File: src/rtl/ipp_pkg.sv
// ----------------------------------------------------------------------------
// ipp_pkg
// types and codes shared by the instance placement policy block
// ----------------------------------------------------------------------------
`default_nettype none

package ipp_pkg;

  // request codes
  localparam logic [2:0] ReqAdd      = 3'd0;
  localparam logic [2:0] ReqUpdate   = 3'd1;
  localparam logic [2:0] ReqRemove   = 3'd2;
  localparam logic [2:0] ReqSelect   = 3'd3;
  localparam logic [2:0] ReqSimulate = 3'd4;

  // status codes
  localparam logic [2:0] StatOk        = 3'd0;
  localparam logic [2:0] StatNoInst    = 3'd1;
  localparam logic [2:0] StatBadLetter = 3'd2;
  localparam logic [2:0] StatFull      = 3'd3;
  localparam logic [2:0] StatUnknownId = 3'd4;

  // policy modes
  localparam logic [1:0] ModeRoundRobin = 2'd0;
  localparam logic [1:0] ModeMostFree   = 2'd1;
  localparam logic [1:0] ModeKeyRange   = 2'd2;

  // configuration register indexes
  localparam logic [0:0] CfgPolicyMode = 1'b0;
  localparam logic [0:0] CfgEntriesPer = 1'b1;

  // key letter range: lower-case letters a..z
  localparam int unsigned LetterSpan = 26;
  localparam logic [7:0]  LetterBase = 8'd96;

  typedef struct packed {
    logic [2:0]  req_type;
    logic [7:0]  instance_id;
    logic [15:0] free_entries;
    logic [7:0]  key_first_char;
  } in_item_t;

  typedef struct packed {
    logic [3:0] chosen_slot;
    logic [7:0] chosen_id;
    logic [2:0] status;
  } out_item_t;

  typedef struct packed {
    logic [7:0]  id;
    logic [15:0] free_cnt;
  } slot_entry_t;

endpackage

`default_nettype wire

File: src/rtl/instance_placement_policy_unit.sv
// ----------------------------------------------------------------------------
// instance_placement_policy_unit
// picks the storage instance that receives a new key (round robin, most free
// entries, or key letter range) and maintains the instance table
// ----------------------------------------------------------------------------
// usage
//   input channel: in_valid_i / in_stall_o carry one request item; output
//   channel: out_valid_o / out_stall_i carry one result item per request.
//   configuration: cfg_we_i writes policy_mode (index 0) or
//   entries_per_instance (index 1); write only while the block is idle.
// sequencing
//   one request at a time; the table sits in a small memory with one read
//   port and registered read data, so every slot visited takes a read state
//   and a check state. add / update / remove / most-free select scan up to
//   n slots (n = table fill, n <= MAX_INSTANCES); a remove stops scanning at
//   the match and then shifts each later slot with a read and a write state.
//   round robin select reads one slot. key range select runs the subtract-26
//   loop that forms the quotient, then reads the chosen slot.
// reset
//   table empties (fill count and pointer clear), both registers go to zero;
//   table contents are not cleared, only entries below the fill are read.
// stalls
//   a finished result waits in the output register; a new request may be
//   taken meanwhile and its result is held back until the register frees.
// ----------------------------------------------------------------------------
`default_nettype none

module instance_placement_policy_unit #(
  parameter int unsigned MAX_INSTANCES = 16
) (
  input  wire logic               clk_i,
  input  wire logic               rst_ni,
  // configuration write port
  input  wire logic               cfg_we_i,
  input  wire logic [0:0]         cfg_idx_i,
  input  wire logic [15:0]        cfg_data_i,
  // request channel
  input  wire logic               in_valid_i,
  output      logic               in_stall_o,
  input  wire ipp_pkg::in_item_t  in_item_i,
  // result channel
  output      logic               out_valid_o,
  input  wire logic               out_stall_i,
  output      ipp_pkg::out_item_t out_item_o
);

  localparam int unsigned IdxW = (MAX_INSTANCES > 1) ? $clog2(MAX_INSTANCES) : 1;
  localparam int unsigned CntW = $clog2(MAX_INSTANCES + 1);
  localparam int unsigned RemW = $clog2(ipp_pkg::LetterSpan * MAX_INSTANCES +
                                        ipp_pkg::LetterSpan);

  // sequencer states
  localparam logic [3:0] S_IDLE       = 4'd0;
  localparam logic [3:0] S_SCAN_RD    = 4'd1;
  localparam logic [3:0] S_SCAN_CHK   = 4'd2;
  localparam logic [3:0] S_SHIFT_RD   = 4'd3;
  localparam logic [3:0] S_SHIFT_WR   = 4'd4;
  localparam logic [3:0] S_DIV        = 4'd5;
  localparam logic [3:0] S_FETCH_RD   = 4'd6;
  localparam logic [3:0] S_FETCH_WAIT = 4'd7;
  localparam logic [3:0] S_RESP       = 4'd8;

  logic [3:0] state_q, state_d;

  // configuration registers
  logic [1:0]  mode_q;
  logic [15:0] epi_q;

  // table control
  logic [CntW-1:0] count_q, count_d;
  logic [IdxW-1:0] rr_q, rr_d;

  // latched request
  logic [2:0]  req_q, req_d;
  logic [7:0]  id_q, id_d;
  logic [15:0] fe_q, fe_d;

  // working registers of the shared scan / divide unit
  logic [CntW-1:0] idx_q, idx_d;
  logic [IdxW-1:0] slot_q, slot_d;
  logic [15:0]     best_q, best_d;
  logic [7:0]      res_id_q, res_id_d;
  logic [2:0]      status_q, status_d;
  logic [RemW-1:0] rem_q, rem_d;
  logic [CntW-1:0] quo_q, quo_d;

  // output register
  logic               out_valid_q, out_valid_d;
  ipp_pkg::out_item_t out_q, out_d;

  // table memory, one write and one registered read per cycle
  ipp_pkg::slot_entry_t mem [MAX_INSTANCES];
  ipp_pkg::slot_entry_t rd_data_q;
  logic                 mem_we;
  logic [IdxW-1:0]      mem_waddr;
  logic [IdxW-1:0]      mem_raddr;
  ipp_pkg::slot_entry_t mem_wdata;

  logic            accept;
  logic            letter_ok;
  logic [4:0]      letter_c;
  logic [CntW-1:0] rr_sel;
  logic [CntW-1:0] rr_next;
  logic [CntW:0]   idx_plus1;
  logic [CntW-1:0] idx_inc;
  logic [31:0]     slot_wide;

  assign in_stall_o  = (state_q != S_IDLE);
  assign accept      = in_valid_i && !in_stall_o;
  assign out_valid_o = out_valid_q;
  assign out_item_o  = out_q;

  assign letter_ok = in_item_i.key_first_char inside
                     {[ipp_pkg::LetterBase + 8'd1 :
                       ipp_pkg::LetterBase + 8'(ipp_pkg::LetterSpan)]};
  assign letter_c  = 5'(in_item_i.key_first_char - ipp_pkg::LetterBase);

  // pointer outside the table is treated as slot zero
  assign rr_sel    = (CntW'(rr_q) < count_q) ? CntW'(rr_q) : '0;
  assign rr_next   = rr_sel + CntW'(1);
  assign idx_plus1 = {1'b0, idx_q} + (CntW + 1)'(1);
  assign idx_inc   = idx_q + CntW'(1);
  assign slot_wide = 32'(slot_q);

  // configuration writes
  always_ff @(posedge clk_i or negedge rst_ni) begin
    if (!rst_ni) begin
      mode_q <= ipp_pkg::ModeRoundRobin;
      epi_q  <= '0;
    end else if (cfg_we_i) begin
      case (cfg_idx_i)
        ipp_pkg::CfgPolicyMode: mode_q <= cfg_data_i[1:0];
        ipp_pkg::CfgEntriesPer: epi_q  <= cfg_data_i;
        default: ;
      endcase
    end
  end

  // table memory
  always_ff @(posedge clk_i) begin
    if (mem_we) begin
      mem[mem_waddr] <= mem_wdata;
    end
    rd_data_q <= mem[mem_raddr];
  end

  // sequencer
  always_comb begin
    state_d     = state_q;
    count_d     = count_q;
    rr_d        = rr_q;
    req_d       = req_q;
    id_d        = id_q;
    fe_d        = fe_q;
    idx_d       = idx_q;
    slot_d      = slot_q;
    best_d      = best_q;
    res_id_d    = res_id_q;
    status_d    = status_q;
    rem_d       = rem_q;
    quo_d       = quo_q;
    out_valid_d = out_valid_q && out_stall_i;
    out_d       = out_q;
    mem_we      = 1'b0;
    mem_waddr   = '0;
    mem_wdata   = '0;
    mem_raddr   = '0;

    case (state_q)
      S_IDLE: begin
        if (accept) begin
          req_d    = in_item_i.req_type;
          id_d     = in_item_i.instance_id;
          fe_d     = in_item_i.free_entries;
          idx_d    = '0;
          slot_d   = '0;
          best_d   = '0;
          res_id_d = '0;
          status_d = ipp_pkg::StatOk;
          case (in_item_i.req_type)
            ipp_pkg::ReqAdd, ipp_pkg::ReqUpdate, ipp_pkg::ReqRemove: begin
              state_d = S_SCAN_RD;
            end
            ipp_pkg::ReqSelect, ipp_pkg::ReqSimulate: begin
              if (count_q == '0) begin
                status_d = ipp_pkg::StatNoInst;
                state_d  = S_RESP;
              end else begin
                case (mode_q)
                  ipp_pkg::ModeMostFree: begin
                    state_d = S_SCAN_RD;
                  end
                  ipp_pkg::ModeKeyRange: begin
                    if (!letter_ok) begin
                      status_d = ipp_pkg::StatBadLetter;
                      state_d  = S_RESP;
                    end else begin
                      // ceil(c*n/26) = (c*n + 25) / 26
                      rem_d   = RemW'(letter_c) * RemW'(count_q) +
                                RemW'(ipp_pkg::LetterSpan - 1);
                      quo_d   = '0;
                      state_d = S_DIV;
                    end
                  end
                  default: begin
                    slot_d = IdxW'(rr_sel);
                    if (in_item_i.req_type == ipp_pkg::ReqSelect) begin
                      rr_d = (rr_next >= count_q) ? '0 : IdxW'(rr_next);
                    end
                    state_d = S_FETCH_RD;
                  end
                endcase
              end
            end
            default: begin
              state_d = S_RESP;
            end
          endcase
        end
      end

      S_SCAN_RD: begin
        if (idx_q < count_q) begin
          mem_raddr = idx_q[IdxW-1:0];
          state_d   = S_SCAN_CHK;
        end else begin
          // scan finished without a match (or argmax done)
          state_d = S_RESP;
          case (req_q)
            ipp_pkg::ReqAdd: begin
              if (count_q >= CntW'(MAX_INSTANCES)) begin
                status_d = ipp_pkg::StatFull;
              end else begin
                mem_we    = 1'b1;
                mem_waddr = count_q[IdxW-1:0];
                mem_wdata = '{id: id_q, free_cnt: epi_q};
                count_d   = count_q + CntW'(1);
              end
            end
            ipp_pkg::ReqUpdate, ipp_pkg::ReqRemove: begin
              status_d = ipp_pkg::StatUnknownId;
            end
            default: ;
          endcase
        end
      end

      S_SCAN_CHK: begin
        if (req_q inside {ipp_pkg::ReqSelect, ipp_pkg::ReqSimulate}) begin
          // most free: strict greater keeps the lowest slot on ties
          if (idx_q == '0 || rd_data_q.free_cnt > best_q) begin
            best_d   = rd_data_q.free_cnt;
            slot_d   = idx_q[IdxW-1:0];
            res_id_d = rd_data_q.id;
          end
          idx_d   = idx_inc;
          state_d = S_SCAN_RD;
        end else if (rd_data_q.id == id_q) begin
          case (req_q)
            ipp_pkg::ReqUpdate: begin
              mem_we    = 1'b1;
              mem_waddr = idx_q[IdxW-1:0];
              mem_wdata = '{id: id_q, free_cnt: fe_q};
              state_d   = S_RESP;
            end
            ipp_pkg::ReqRemove: begin
              state_d = S_SHIFT_RD;
            end
            default: begin
              // add of an id already present
              state_d = S_RESP;
            end
          endcase
        end else begin
          idx_d   = idx_inc;
          state_d = S_SCAN_RD;
        end
      end

      S_SHIFT_RD: begin
        if (idx_plus1 < {1'b0, count_q}) begin
          mem_raddr = idx_plus1[IdxW-1:0];
          state_d   = S_SHIFT_WR;
        end else begin
          count_d = count_q - CntW'(1);
          rr_d    = '0;
          state_d = S_RESP;
        end
      end

      S_SHIFT_WR: begin
        mem_we    = 1'b1;
        mem_waddr = idx_q[IdxW-1:0];
        mem_wdata = rd_data_q;
        idx_d     = idx_inc;
        state_d   = S_SHIFT_RD;
      end

      S_DIV: begin
        // one subtract of 26 per cycle
        if (rem_q >= RemW'(ipp_pkg::LetterSpan)) begin
          rem_d = rem_q - RemW'(ipp_pkg::LetterSpan);
          quo_d = quo_q + CntW'(1);
        end else begin
          slot_d  = IdxW'(quo_q - CntW'(1));
          state_d = S_FETCH_RD;
        end
      end

      S_FETCH_RD: begin
        mem_raddr = slot_q;
        state_d   = S_FETCH_WAIT;
      end

      S_FETCH_WAIT: begin
        res_id_d = rd_data_q.id;
        state_d  = S_RESP;
      end

      S_RESP: begin
        if (!out_valid_q || !out_stall_i) begin
          out_valid_d       = 1'b1;
          out_d.chosen_slot = slot_wide[3:0];
          out_d.chosen_id   = res_id_q;
          out_d.status      = status_q;
          state_d           = S_IDLE;
        end
      end

      default: begin
        state_d = S_IDLE;
      end
    endcase
  end

  // control state
  always_ff @(posedge clk_i or negedge rst_ni) begin
    if (!rst_ni) begin
      state_q     <= S_IDLE;
      count_q     <= '0;
      rr_q        <= '0;
      out_valid_q <= 1'b0;
    end else begin
      state_q     <= state_d;
      count_q     <= count_d;
      rr_q        <= rr_d;
      out_valid_q <= out_valid_d;
    end
  end

  // payload and working registers
  always_ff @(posedge clk_i) begin
    req_q    <= req_d;
    id_q     <= id_d;
    fe_q     <= fe_d;
    idx_q    <= idx_d;
    slot_q   <= slot_d;
    best_q   <= best_d;
    res_id_q <= res_id_d;
    status_q <= status_d;
    rem_q    <= rem_d;
    quo_q    <= quo_d;
    out_q    <= out_d;
  end

endmodule

`default_nettype wire

File: config.mk
export PLATFORM = sky130hd
export DESIGN_NAME = instance_placement_policy_unit
export DESIGN_NICKNAME = d
export VERILOG_FILES = /design/src/rtl/ipp_pkg.sv /design/src/rtl/instance_placement_policy_unit.sv
export SDC_FILE = /design/constraint.sdc
export NUM_CORES = 1
export LEC_CHECK = 0
export BUFFER_PORTS_ARGS = -buffer_cell sky130_fd_sc_hd__buf_2
export CORE_ASPECT_RATIO = 1.25
export CORE_MARGIN = 2
export CORE_UTILIZATION = 50
export CTS_BUF_LIST = sky130_fd_sc_hd__clkbuf_8
export CTS_CLUSTER_DIAMETER = 200
export DETAILED_ROUTE_END_ITERATION = 10
export GPL_ROUTABILITY_DRIVEN = 0
export PLACE_DENSITY_LB_ADDON = 0.1
export SKIP_CTS_REPAIR_TIMING = 1
export SLEW_MARGIN = 20
export SYNTH_ARGS = -nofsm -noshare
export SYNTH_HDL_FRONTEND = slang
export SYNTH_SLANG_ARGS = --single-unit
File: constraint.sdc
create_clock -name clk_i -period 4.8 [get_ports clk_i]
set_input_delay 0.24 -clock clk_i [delete_from_list [all_inputs] [get_ports clk_i]]
set_output_delay 0.24 -clock clk_i [all_outputs]
set_load 0.01 [all_outputs]
======== Word-level counts from Yosys, hierarchy flattened ========
Memories as Yosys holds them, arrays and structs flattened. A register that Yosys moved wholly into a read port is not among the register bits.
Cells that the tools add are included.
storage, ports and cells
  register bits ........................... 124
  bits in writable memories ............... 384
  output and inout bits ................... 17
  logic and storage cells ................. 217
  memories kept ........................... 1
operators by class
  $add $sub $neg .......................... 10
  multipliers ............................. 1
  magnitude comparators ................... 9
  eq/ne operators ......................... 38
  muxes and demuxes ....................... 98
  bitwise gates (word level) .............. 1
  reductions and logical operators ........ 40
memories
  name  depth  bits a word  rd ports  clocked after Yosys merged registers in  write ports  RTL line                              source
  mem   16     24           1         1                                        1            instance_placement_policy_unit.sv:92  ipp_pkg::slot_entry_t mem [MAX_INSTANCES];
operators with widths
  cell                                                             count
  24-bit 2-to-1 mux                                                6
  4-bit 2-to-1 mux                                                 33
  24-bit case mux with 3 select lines                              1
  5-bit 2-to-1 mux                                                 13
  9-bit 2-to-1 mux                                                 6
  16-bit 2-to-1 mux                                                3
  4-bit case mux with 3 select lines                               3
  4-bit case mux with 9 select lines                               1
  16-bit case mux with 2 select lines                              1
  2-bit inequality test, second input constant                     14
  8-bit 2-to-1 mux                                                 3
  4-bit case mux with 2 select lines                               3
  8-bit case mux with 3 select lines                               1
  5-bit case mux with 2 select lines                               2
  9-bit case mux with 2 select lines                               1
  4-bit by 3-bit == test with 1-bit output, second input constant  4
  16-bit > comparator                                              1
  5-bit by 1-bit adder with 5-bit output, second input constant    3
  5-bit case mux with 3 select lines                               1
  5-bit AND reduction                                              3
  7-bit AND reduction                                              2
  3-bit by 2-bit == test with 1-bit output, second input constant  4
  3-bit case mux with 2 select lines                               2
  2-bit nonzero test                                               6
  44 further kinds                                                 80

======== Longest topological paths before layout ========
  depth in word-level cells ............... 11
  mapped depth ............................ 16
  depth with buffers taken out ............ 16

======== Worst setup path before layout ========
OpenSTA, ideal clock, no wires.
  path kind ............................... register to register
  start ................................... register count_q[4]
  end ..................................... memory mem[0][0] in the netlist's numbering (enable)
  data arrival time ....................... 4.588 ns
  path slack .............................. -0.254 ns
  stages on the path, launching flop included .. 12
  path buffers ............................ 2
  period minus slack after synthesis ...... 5.054 ns
  cell sequence ........................... dfrtp_1 clkbuf_1 inv_1 ha_1 nand3_1 o21ai_0 and4b_1 clkbuf_1 nor2_1 a21oi_1 o21ai_0 nor4_1
between the ends
  cells in the longest elaborated chain, start to end .. 7
  elaborated cells between the ends (all ways) .. 12
  those cells by class .................... order compare (2); mux (10)
RTL lines
  what                                    RTL line                               source
  start, declared                         instance_placement_policy_unit.sv:70   logic [CntW-1:0] count_q, count_d;
  start signal, assigned                  instance_placement_policy_unit.sv:345  count_q <= count_d;
  5-bit >= comparator                     instance_placement_policy_unit.sv:231  if (count_q >= CntW'(MAX_INSTANCES)) begin
  1-bit 2-to-1 mux                        instance_placement_policy_unit.sv:231
  1-bit 2-to-1 mux                        instance_placement_policy_unit.sv:229  case (req_q)
  1-bit 2-to-1 mux                        instance_placement_policy_unit.sv:223  if (idx_q < count_q) begin
  1-bit case mux with 3 select lines      instance_placement_policy_unit.sv:169  case (state_q)
  1-bit 2-to-1 mux                        instance_placement_policy_unit.sv:141  if (mem_we) begin
  1-bit 2-to-1 mux (implied by the code)  instance_placement_policy_unit.sv:142  mem[mem_waddr] <= mem_wdata;
  end, declared                           instance_placement_policy_unit.sv:92
Several ways; a longest one is shown, not always the timed one.

======== Worst setup path in the final report ========
  start ................................... register idx_q[0]
  end ..................................... register, netlist name rd_data_q[5]
between the ends
  cells in the longest elaborated chain, start to end .. 4
  elaborated cells between the ends (all ways) .. 6
  those cells by class .................... add/sub (1); order compare (2); mux (3)
RTL lines
  what                                           RTL line                               source
  start, declared                                instance_placement_policy_unit.sv:79   logic [CntW-1:0] idx_q, idx_d;
  start signal, assigned                         instance_placement_policy_unit.sv:356  idx_q <= idx_d;
  5-bit by 1-bit adder with 6-bit output         instance_placement_policy_unit.sv:121  assign idx_plus1 = {1'b0, idx_q} + (CntW + 1)'(1);
  6-bit by 5-bit < comparator with 1-bit output  instance_placement_policy_unit.sv:281  if (idx_plus1 < {1'b0, count_q}) begin
  4-bit 2-to-1 mux                               instance_placement_policy_unit.sv:281
  4-bit case mux with 3 select lines (*)         instance_placement_policy_unit.sv:169
Mark *: on every way between the ends. The rest lies on a longest branch, timed or not.
A chain may end at the register's enable or synchronous reset.

==> results by stage <==
Floorplanning:
- The initial utilization of the core area, before any placement, comes to 50.8%.
- The core region area is approximately 45000 um^2.
- The total number of placement rows is between 80 and 90.
- The die is approximately 240 um tall.
- In this run the horizontal extent of the chip is 196 um.
- between 70 and 80 I/O pins were placed.
- The floorplan step defined a die boundary enclosing 47600 um^2.

Critical path:
- STA classifies the critical path startpoint as a register.
- STA classifies the critical path endpoint as a register.
- The largest fanout of any net on the critical path is 24.
- The cell with the largest stage delay on the worst path is sky130_fd_sc_hd__edfxtp_1.
- The maximum single-stage delay on the critical path is 0.64 ns.
- The data arrival at the endpoint of the critical path is roughly 4.7 ns.
- The kind of cell with the highest combined delay along the critical path is simple AND/OR/NAND/NOR gates.
- The critical path in this run is classified as register to register.
- The number of buffers and inverters on the critical path is 1.
- Walking the worst path, the cells encountered are nand3_1 -> nand2_1 -> nand2_1 -> ha_1 -> or3_1 -> o22a_1 -> a211o_1 -> o21ai_1 -> nor2_1 -> nand3_1 -> buf_4 -> o22ai_1 -> or3_1.
- The required time at the endpoint of the critical path is roughly 5.3 ns.

Clocking:
- The buffer depth of the longest clock path is 3.
- The clock tree from TritonCTS is done.
- For the worst-skew pair, the clock arrives at the later sink with an insertion delay of around 0.66 ns.
- The total CTS buffers is 84.
- For this design, the sink count on the clock tree is 531.
- The H-tree was split into 3 levels.
- The clock transition time at the flip-flop clock pins of the worst setup and hold paths is 0.07 ns.
- CTS placed an instance of sky130_fd_sc_hd__clkbuf_8 at the clock tree root.

Layout:
- The net count of the finished layout is just over 2000.
- The number of filler cells placed in the layout is ~3600.
- The area added between synthesis and finish is 15.5%.
- Once layout is done, the placed cells without fillers occupy approximately 27000 um^2.
- Cells fill 58.7% of the core in the end.
- The share of post-route cells with drive strength above 1 is ~15%.
- The post-layout instance count excluding filler cells is 2537.

Drt:
- The detail route stage leaves a number of antenna-violating nets equal to 0.
- The total number of vias is roughly 15000.
- Using the TritonRoute via totals, the vias-per-cell ratio works out to 5.87.
- The average wire per cell in the routed design is between 20 and 25 um.
- The first TritonRoute pass finished after 9 iterations.
- The detailed-route DRC error count is 0.
- The final layout contains routed wiring with a total length of 60.1 mm.
- The number of DRC markers after the initial detailed-route iteration is between 1000 and 1500.

Logic synthesis:
- The post-synthesis net count is approximately 1800.
- The unique cell type count in the Yosys netlist is 67.
- In this run the cell area of the synthesized design comes to about 23000 um^2.
- In the synthesized netlist the dominant register cell turns out to be sky130_fd_sc_hd__edfxtp_1.
- The synthesized netlist cell count is approximately 1700.
- The number of enable flip-flop cells after synthesis is ~480.
- By area the synthesized netlist is led by sky130_fd_sc_hd__edfxtp_1 62%, sky130_fd_sc_hd__nand2_1 3.9%, sky130_fd_sc_hd__dfrtp_1 3.5%.
- The area fraction of the dominant cell type after synthesis is 62.2%.
- Of the synthesized area, sequential elements account for about two thirds.
- In the synthesized netlist the async set-or-reset flop fraction comes to under 10%.
- The post-synthesis area per instance is roughly 13 um^2.
- The largest area contributor in the netlist is sky130_fd_sc_hd__edfxtp_1.
- Yosys printed 0 warnings.
- Counting flops and latches in the post-synthesis netlist gives between 500 and 600.

Timing:
- The maximum frequency from static timing analysis is 0.241 GHz.
- Setup repair after global routing left no endpoint under its margin.
- The number of hold violations in the final report came to 0.
- For the final database, setup skew stands at roughly 0.027 ns.
- In the final timing run, aggregate negative setup slack is 0 ns.
- The part of the cycle the worst path needs is between 80 and 90%.
- The worst path needs roughly 4.2 ns of the cycle, external delays included.
- Measured against its own limit, the worst slew margin works out to a little over a fifth.
- The transition time at the pin with the least slew margin is 1.17 ns.
- The number of failing setup endpoints in the final timing report is 0.
- The count of pins over their slew limit is 0.

Power:
- The power density over the cells is approximately 460 nW/um^2.
- VDD sags by at most between 150 and 200 uV.
- Summed over all cells, the static leakage comes to ~10 nW.
- Total power for the finished layout comes to roughly 12 mW.

Placement:
- Summed over all nets, the half-perimeter wirelength after detailed placement is approximately 36 mm.
- In this run the cell area measured after placement is between 20000 and 25000 um^2.
- Once placement completed, the tool counted placed cells totaling between 2000 and 2500.
- In this run the tool buffered the top-level ports with 73 buffer cells.

Global route:
- Global routing used about a quarter of the available tracks.
- The number of antenna violations at the first check in global routing is 2.
- For this run the aggregate overflow at the end of global routing stands at 0.
- Entering global routing, the biggest net connects 75 pins.
- The number of global-route vias before repair is roughly 15000.
- The first-pass GRT wire length is 89.1 mm.

Worst hold path:
- The class of the most critical hold timing path is input pin to register.

Job:
- The total of max-cap violations is 0.

Run status:
- The flow ran to the end, and the final reports show no timing, DRC or antenna violations.
## sequential cells by signal (all words and copies together) (netlist names), 8 cells and up
name	cells
epi_q	16
id_q	8
mem	384
rd_data_q	24
fe_q	16
best_q	16
out_item_o	15
res_id_q	8
rem_q	9
## cells in the final DEF (no fill, tap or decap), types with 24 or more instances in the layout
master / instances
sky130_fd_sc_hd__o21ai_0: 27
sky130_fd_sc_hd__dlygate4sd3_1: 46
sky130_fd_sc_hd__nand2_1: 237
sky130_fd_sc_hd__buf_4: 46
sky130_fd_sc_hd__xnor2_1: 25
sky130_fd_sc_hd__a21oi_1: 155
sky130_fd_sc_hd__a22o_1: 35
sky130_fd_sc_hd__buf_2: 73
sky130_fd_sc_hd__and2_1: 37
sky130_fd_sc_hd__inv_1: 101
sky130_fd_sc_hd__ha_1: 61
sky130_fd_sc_hd__dfxtp_1: 24
sky130_fd_sc_hd__o31a_1: 24
sky130_fd_sc_hd__nor2_1: 45
sky130_fd_sc_hd__clkbuf_8: 106
sky130_fd_sc_hd__edfxtp_1: 475
sky130_fd_sc_hd__dfrtp_1: 32
sky130_fd_sc_hd__o22ai_1: 50
sky130_fd_sc_hd__mux2i_1: 73
sky130_fd_sc_hd__or3_1: 27
## layout make-up
cell class | instances | area (um^2) | area share [%]
Antenna cell | 2 | 5.00 | 0.0189
Clock buffer | 106 | 1460 | 5.50
Clock inverter | 48 | 272 | 1.02
Inverter | 79 | 297 | 1.12
Multi-Input combinational cell | 1021 | 6890 | 26.0
Sequential cell | 531 | 15500 | 58.7
Tap cell | 578 | 723 | 2.73
Timing Repair Buffer | 172 | 1310 | 4.95
## metal layers
metal	part of all wire, %	vias up	track usage [%]	wire length, um
met5	0	-	0	0
met4	3.5	0	10.7	2070
met3	6.2	128	3.70	3710
met2	50	569	43.3	30200
met1	40	7431	32.1	24100
li1	-	6754	-	-
## cells in the mapped netlist (32+ instances only)
cell,number
sky130_fd_sc_hd__a21oi_1,155
sky130_fd_sc_hd__o22ai_1,50
sky130_fd_sc_hd__edfxtp_1,475
sky130_fd_sc_hd__nand2_1,237
sky130_fd_sc_hd__and2_1,37
sky130_fd_sc_hd__ha_1,61
sky130_fd_sc_hd__dfrtp_1,32
sky130_fd_sc_hd__mux2i_1,73
sky130_fd_sc_hd__clkbuf_1,41
sky130_fd_sc_hd__nor2_1,61
sky130_fd_sc_hd__a22o_1,35
sky130_fd_sc_hd__inv_1,78
## path summary, 6_finish.rpt
kind | startpoint | cells past startpoint | end | slack (ns)
max | idx_q[0]$_SDFFCE_PN0P_ | 13 | rd_data_q[5]$_DFF_P_ | 0.65
min | cfg_we_i | 4 | mode_q[0]$_DFFE_PN0P_ | 0.02
max reg2reg | idx_q[0]$_SDFFCE_PN0P_ | 13 | rd_data_q[5]$_DFF_P_ | 0.65
min reg2reg | status_q[2]$_SDFFCE_PN0P_ | 0 | out_item_o[2]$_DFFE_PP_ | 0.42
max in group asynchronous | rst_ni | 2 | state_q[3]$_DFFE_PN0P_ | 4.02
min in group asynchronous | rst_ni | 2 | epi_q[7]$_DFFE_PN0P_ | 0.22
## logic make-up (layout without fill, tap and decap cells)
logic type	count (synthesis)	after routing	share of synthesized area (%)
xor+xnor	38	38	1.45
fa+ha+maj	72	72	4.29
buf+inv	160	405	2.96
compound gates	373	373	10.5
simple gates	449	449	9.06
flops	531	531	67.7
mux	89	89	3.97
other cells	0	2	0
## report_power, final
| group | total (mW) | switching (mW) | internal [mW] | leakage (nW) |
|---|---|---|---|---|
| Combinational | 2.42 | 1.49 | 0.934 | 4.32 |
| Clock | 3.88 | 1.78 | 2.10 | 0.980 |
| Sequential | 5.91 | 0.355 | 5.55 | 4.73 |
| Total | 12.2 | 3.63 | 8.59 | 10.0 |
## worst reg2reg max path, cell delays in order (launching register included)
cell and delay [ns]:
sky130_fd_sc_hd__edfxtp_1 0.64, sky130_fd_sc_hd__nand3_1 0.27, sky130_fd_sc_hd__nand2_1 0.18, sky130_fd_sc_hd__nand2_1 0.09, sky130_fd_sc_hd__ha_1 0.20, sky130_fd_sc_hd__or3_1 0.34, sky130_fd_sc_hd__o22a_1 0.26, sky130_fd_sc_hd__a211o_1 0.36
sky130_fd_sc_hd__o21ai_1 0.45, sky130_fd_sc_hd__nor2_1 0.16, sky130_fd_sc_hd__nand3_1 0.12, sky130_fd_sc_hd__buf_4 0.44, sky130_fd_sc_hd__o22ai_1 0.17, sky130_fd_sc_hd__or3_1 0.35
## through the flow
step | setup WS (ns) | hold WS (ns)
global placement | 0.786 | 0.374
floorplan | 0.729 | -0.0556
detailed placement | 0.735 | 0.392
CTS | 0.722 | -0.332
global route | 0.228 | 0.0614
finish | 0.648 | 0.0152
Power figures use the tool's default switching activity.
